`config.mk`:
```
export PLATFORM = sky130hd
export DESIGN_NAME = nps_isqrt
export DESIGN_NICKNAME = d
export VERILOG_FILES = /design/src/rtl/nps_pkg.sv /design/src/rtl/nps_isqrt.sv
export SDC_FILE = /design/constraint.sdc
export NUM_CORES = 1
export LEC_CHECK = 0
export ABC_AREA = 1
export BUFFER_PORTS_ARGS = -buffer_cell sky130_fd_sc_hd__buf_2
export CAP_MARGIN = 10
export CORE_MARGIN = 8
export CORE_UTILIZATION = 40
export CTS_CLUSTER_DIAMETER = 60
export DETAILED_ROUTE_END_ITERATION = 16
export PLACE_DENSITY = 0.55
export REMOVE_ABC_BUFFERS = 1
export SETUP_SLACK_MARGIN = 0.2
export SLEW_MARGIN = 40
export SYNTH_ARGS = -nofsm -noshare
export SYNTH_HDL_FRONTEND = slang
export SYNTH_SLANG_ARGS = --single-unit
```
`constraint.sdc`:
```
create_clock -name clk -period 2.5 [get_ports clk]
set_input_delay 0 -clock clk [delete_from_list [all_inputs] [get_ports clk]]
set_output_delay 0 -clock clk [all_outputs]
set_load 0.01 [all_outputs]
```
`src/rtl/nps_pkg.sv`:
```
// Shared types and constants for the nearest point search block.
package nps_pkg;

	localparam int BANK_W = 6;
	localparam int OP_W   = 2;
	localparam int DSQ_W  = 26;
	localparam int DIST_W = 13;

	localparam logic [DSQ_W-1:0]  DSQ_MAX    = {DSQ_W{1'b1}};
	localparam logic [DIST_W-1:0] DIST_MAX   = {DIST_W{1'b1}};
	localparam logic [DSQ_W-1:0]  STOP_RESET = 26'd246;

	typedef enum logic [OP_W-1:0] {
		OP_CLEAR  = 2'd0,
		OP_APPEND = 2'd1,
		OP_QUERY  = 2'd2,
		OP_NOP    = 2'd3
	} op_t;

	typedef enum logic [4:0] {
		ST_IDLE = 5'b00001,
		ST_DEC  = 5'b00010,
		ST_SCAN = 5'b00100,
		ST_ROOT = 5'b01000,
		ST_OUT  = 5'b10000
	} state_t;

endpackage

```
`src/rtl/nps_isqrt.sv`:
```
// Iterative floor square root, one root bit per cycle.
module nps_isqrt (
	input  logic                      clk,
	input  logic                      arst_n,
	input  logic                      start,
	input  logic [nps_pkg::DSQ_W-1:0] operand,
	output logic                      done,
	output logic [nps_pkg::DIST_W-1:0] root
);
	import nps_pkg::*;

	localparam int REM_W  = DIST_W + 3;
	localparam int STEP_W = $clog2(DIST_W);

	logic [DSQ_W-1:0]  val_q;
	logic [REM_W-1:0]  rem_q;
	logic [DIST_W-1:0] root_q;
	logic [STEP_W-1:0] step_q;
	logic              busy_q;
	logic              done_q;

	logic [REM_W-1:0] rem_sh;
	logic [REM_W-1:0] trial;
	logic             ge;

	// remainder stays below 2*root+1, so its top two bits are always free
	assign rem_sh = {rem_q[REM_W-3:0], val_q[DSQ_W-1 -: 2]};
	assign trial  = REM_W'({root_q, 2'b01});
	assign ge     = rem_sh >= trial;

	always_ff @(posedge clk or negedge arst_n) begin
		if (!arst_n) begin
			busy_q <= 1'b0;
			done_q <= 1'b0;
			step_q <= '0;
		end else begin
			done_q <= !start && busy_q && (step_q == STEP_W'(DIST_W - 1));
			if (start) begin
				busy_q <= 1'b1;
				step_q <= '0;
			end else if (busy_q) begin
				step_q <= step_q + 1'b1;
				if (step_q == STEP_W'(DIST_W - 1))
					busy_q <= 1'b0;
			end
		end
	end

	always_ff @(posedge clk) begin
		if (start) begin
			val_q  <= operand;
			rem_q  <= '0;
			root_q <= '0;
		end else if (busy_q) begin
			val_q  <= {val_q[DSQ_W-3:0], 2'b00};
			rem_q  <= ge ? rem_sh - trial : rem_sh;
			root_q <= {root_q[DIST_W-2:0], ge};
		end
	end

	assign done = done_q;
	assign root = root_q;

endmodule

```
After elaboration in Yosys (flattened, before gate mapping)
Index checks and enable logic that the tools add are counted.
{"block": "word_totals", "register_bits": 59, "word_cells": 22}
{"block": "classes", "n_addsub": 2, "order_cmp": 1, "n_eq_ne": 1, "muxes": 8, "reduce_logical": 4}
{"operator": "$mux 26", "count": 2}
{"operator": "$ge 16x15->1", "count": 1}
{"operator": "$mux 14", "count": 1}
{"operator": "$sub 14x14->14", "count": 1}
{"operator": "$mux 4", "count": 2}
{"operator": "$add 4x1->4 const B", "count": 1}
{"operator": "$eq 4x4->1 const B", "count": 1}
{"operator": "$mux 1", "count": 3}
{"operator": "$logic_and 1x1->1", "count": 2}
{"operator": "$reduce_bool 2->1", "count": 1}
{"operator": "$logic_not 1->1", "count": 1}

Longest topological paths before layout
{"block": "logic_depth", "depth_word": 4, "mapped_depth": 14, "ltp_nobuf": 14}

Worst setup path before layout
Ideal clock, no wire load.
{"block": "synth_path", "path_type": "reg-to-reg", "startpoint": "reg busy_q", "endpoint": "reg val_q[0], enable pin", "arrival_ps": 1552, "t_required_ps": 2099, "setup_slack_ps": 547, "path_stages_with_launch": 4, "n_path_buf": 1, "period_less_slack_ps": 1953, "cell_sequence": "dfrtp_1 > nor2_1 > inv_1 > clkbuf_1"}
{"block": "synth_between", "elab_chain_len": 1}
{"element": "start, declared", "line_no": "nps_isqrt.sv:19", "source": "logic busy_q;"}
{"element": "start signal, assigned", "line_no": "nps_isqrt.sv:33", "source": "busy_q <= 1'b0;"}
{"element": "start signal, assigned", "line_no": "nps_isqrt.sv:39", "source": "busy_q <= 1'b1;"}
{"element": "start signal, assigned", "line_no": "nps_isqrt.sv:44", "source": "busy_q <= 1'b0;"}
{"element": "$reduce_bool 2->1 (no line)"}
{"element": "end signal, assigned", "line_no": "nps_isqrt.sv:51", "source": "val_q <= operand;"}
{"element": "end signal, assigned", "line_no": "nps_isqrt.sv:55", "source": "val_q <= {val_q[DSQ_W-3:0], 2'b00};"}
{"element": "end, declared", "line_no": "nps_isqrt.sv:15", "source": "logic [DSQ_W-1:0] val_q;"}
Every way passes these cells.
A chain may end at the register's enable or synchronous reset.

Final worst setup path
{"block": "layout_path", "startpoint": "reg root_q[4], in the netlist root[4]", "endpoint": "reg rem_q[10]"}
{"block": "layout_between", "elab_chain_len": 2, "elab_cells_between_ends": 3, "cone_classes": "1 x add/sub; 1 x order compare; 1 x mux"}
{"element": "start, declared", "line_no": "nps_isqrt.sv:17", "source": "logic [DIST_W-1:0] root_q;"}
{"element": "start signal, assigned", "line_no": "nps_isqrt.sv:57", "source": "root_q <= {root_q[DIST_W-2:0], ge};"}
{"element": "$sub 14x14->14 / $ge 16x15->1 (equally long branches)", "line_no": "nps_isqrt.sv:56, nps_isqrt.sv:29"}
{"element": "$mux 14 *", "line_no": "nps_isqrt.sv:56", "source": "rem_q <= ge ? rem_sh - trial : rem_sh;"}
{"element": "end signal, assigned", "line_no": "nps_isqrt.sv:56"}
{"element": "end, declared", "line_no": "nps_isqrt.sv:16", "source": "logic [REM_W-1:0] rem_q;"}
Mark *: on every way between the ends. The rest lies on a longest branch, timed or not.

==> run summary <==
status - completed
RSZ-0062 raised after global routing - false
Placed Instances - 585
Root Driver - clkbuf_8
Post-layout nets - 565
drt via density - 4.66
Tot GR Track Use - 15.0%
Mapped Area - 3330 um^2
syn_area_per_cell - 7.50 um^2
Post CTS Setup Buffer Count - 0
most frequent cell after synthesis - nand2_1
non-filler cells, final - 629
Worst Slack Setup Final - 0.512 ns
first-pass GRT wire length - 13800 um
share of the synthesized area in the top cell type - 23.4%
die height - 107 um
P per Cell Area - 1060 nW/um^2
Ant. Diodes - 0
ys async rst share - 10.2%
total CTS buffers - 9
CP dominant cell by count - nand2_1
total die area - 11500 um^2
Routed Wire Length - 8070 um
met3 WL post-DR - 358 um
vias - 2930
top area cells in the synthesized netlist - edfxtp_1 (23%), nand2_1 (22%), dfxtp_1 (16%), inv_1 (6.4%), ha_1 (6.4%)
overflow left after global routing - 0
f_max - 0.503 GHz
Leak - 2.12 nW
Post-synth EDFFs - 26
Worst-Margin Slew - 0.812 ns
clk sink count - 59
wl on met1 - 3840 um
final hold vios - 0
maxcap violations - 0
Adder-Cell Fraction of Synth Area - 6.39%
vias in the first global route - 2953
TritonCTS clock tree - done
fill count - 808
sequential share of the synthesized area - 44.2%
mux cell area share after synthesis - 0%
#FFs+latches synth - 59
share of cells above drive strength 1 - 14.9%
Final Skew - 0.00907 ns
number of nets with antenna violations after routing - 0
Worst EP arrival - 2.23 ns
Rel. slew slack - 45.8%
Post-route DRC - 0
peak supply drop - 0.343 mV
gpl congestion - 0.869
Util after Layout - 50.5%
most common flop cell mapped by yosys - dfxtp_1
Area Growth Syn to Fin - 23.5%
Synth cell types - 31
critical path class - reg2reg
largest family of logic cells by synthesized area - simple AND/OR/NAND/NOR gates
HP Class - in2reg
Yosys Warn Count - 0
Post-synth top cells - nand2_1 (197), inv_1 (57), dfxtp_1 (27)
final-report max-slew violation count - 0
hold slack - 0.0644 ns
Max Root-Sink Buffers - 2
post-synthesis compound-gate area fraction - 4.55%
Worst path slowest cell - ha_1
critical path, cell by cell - inv_1 > ha_1 > nand2_2 > inv_1 > nand2_1 > nand2_1 > inv_1 > nand3_2 > nand2_4 > nand2_4 > nand2_2 > nand2_1 > nand2_1 > nand2_1
Worst EP required - 2.74 ns
htree depth - 3
Period Utilization, post-route - 79.5%
fin crit period - 1.99 ns
crit-path max FO - 15
Critical Path End Type - register
largest net degree at the start of global routing - 28
final setup fails - 0
area share of xor/xnor cells in the synthesized design - 1.05%
row count - 33
die width - 107 um
Synth Area in Simple Gates - 35.6%
met2 routed WL - 3810 um
leading area contributor after synthesis - edfxtp_1
CTS clock-pin slew for the worst setup and hold paths - 0.08 ns
IO buf count - 42
clk_lat worst skew - 0.34 ns
wire per inst - 12.8 um
Cells after Synth - 444
drt pass-1 iters - 5
post-CTS sizing - 0
HPWL after DPL - 5740 um
Iteration-0 DRC Markers - 113
Max stage delay on crit path - 0.36 ns
dpl ws - 0.532 ns
initial antenna violation count - 0
Critical Path Start Type - register
Initial Utilization - 40.9%
DR top layer - met4
Top Ports - 43
TNS Setup - 0 ns
core box area - 8130 um^2
## sequential cells by signal, indices dropped and copies added (netlist names)
register,count
step_q,4
rem_q,14
done,1
val_q,26
busy_q,1
root,13
## power by group
group          internal (W)  switching [W]
clock network      0.000370       0.000429
registers           0.00117       0.000114
logic              0.000838        0.00144
## cells in the final DEF, fill, tap and decap left out, types with 4 or more instances in the layout
master / instances
edfxtp_1: 26
nand2_1: 197
buf_4: 4
dfxtp_1: 27
o22ai_1: 12
inv_1: 57
dlygate4sd3_1: 28
clkbuf_8: 9
nand4_1: 6
nand3b_1: 9
o21ai_0: 6
dfrtp_1: 6
a21oi_1: 5
nor2_1: 15
buf_2: 42
ha_1: 17
nand3_1: 26
## kinds of logic (layout without fill, tap and decap cells)
family / count (synthesis) / after routing
xor+xnor: 4 / 4
fa+ha+maj: 17 / 17
compound gates: 25 / 25
simple gates: 269 / 269
buf+inv: 70 / 150
flops: 59 / 59
## worst paths after layout
check                      startpoint  slack [ns]        end  cells after the start
hold reg to reg             rem_q[12]        0.47  rem_q[12]                      2
max in group asynchronous      arst_n        1.68       done                      3
setup / recovery              root[4]        0.51  rem_q[10]                     14
setup reg to reg              root[4]        0.51  rem_q[10]                     14
hold / removal                  start        0.06   val_q[8]                      3
min in group asynchronous      arst_n        0.59  step_q[3]                      3
## area by class of cell
type | count | area (um^2) | share of cell area [%]
Inverter | 60 | 225 | 5.48
Sequential cell | 59 | 1470 | 35.8
Clock inverter | 6 | 50.0 | 1.22
Clock buffer | 10 | 128 | 3.10
Timing Repair Buffer | 74 | 520 | 12.7
Tap cell | 105 | 131 | 3.20
Multi-Input combinational cell | 315 | 1590 | 38.6
## routing by layer
| layer | vias to the layer above | GRT usage, % |
|---|---|---|
| li1 | 1559 | - |
| met1 | 1307 | 18.6 |
| met2 | 58 | 24.4 |
| met3 | 6 | 5.46 |
| met4 | 0 | 3.02 |
| met5 | - | 0 |
## timing repair
| item | in CTS | in global routing |
|---|---|---|
| hold buffers | 28 | 0 |
| endpoints found under the setup margin | 0 | 0 |
| endpoints found under the hold margin | 32 | 0 |
## worst max-delay path, delay by kind of cell, from the launching register on
kind,cells,cell delay [ns]
AND/OR/NAND/NOR,10,0.95
adder cells (fa/ha/maj),1,0.36
buffers and inverters,3,0.21
flip-flops,1,0.33
## per-stage QoR
stage,cell area (um^2),total power [W]
after global routing,4110,0.00477
after floorplan,3280,0.00303
after global placement,3650,0.00353
after detailed placement,3650,0.00352
final,4110,0.00437
after CTS,4110,0.00438
Note: power is estimated with default switching activity, not from simulation.
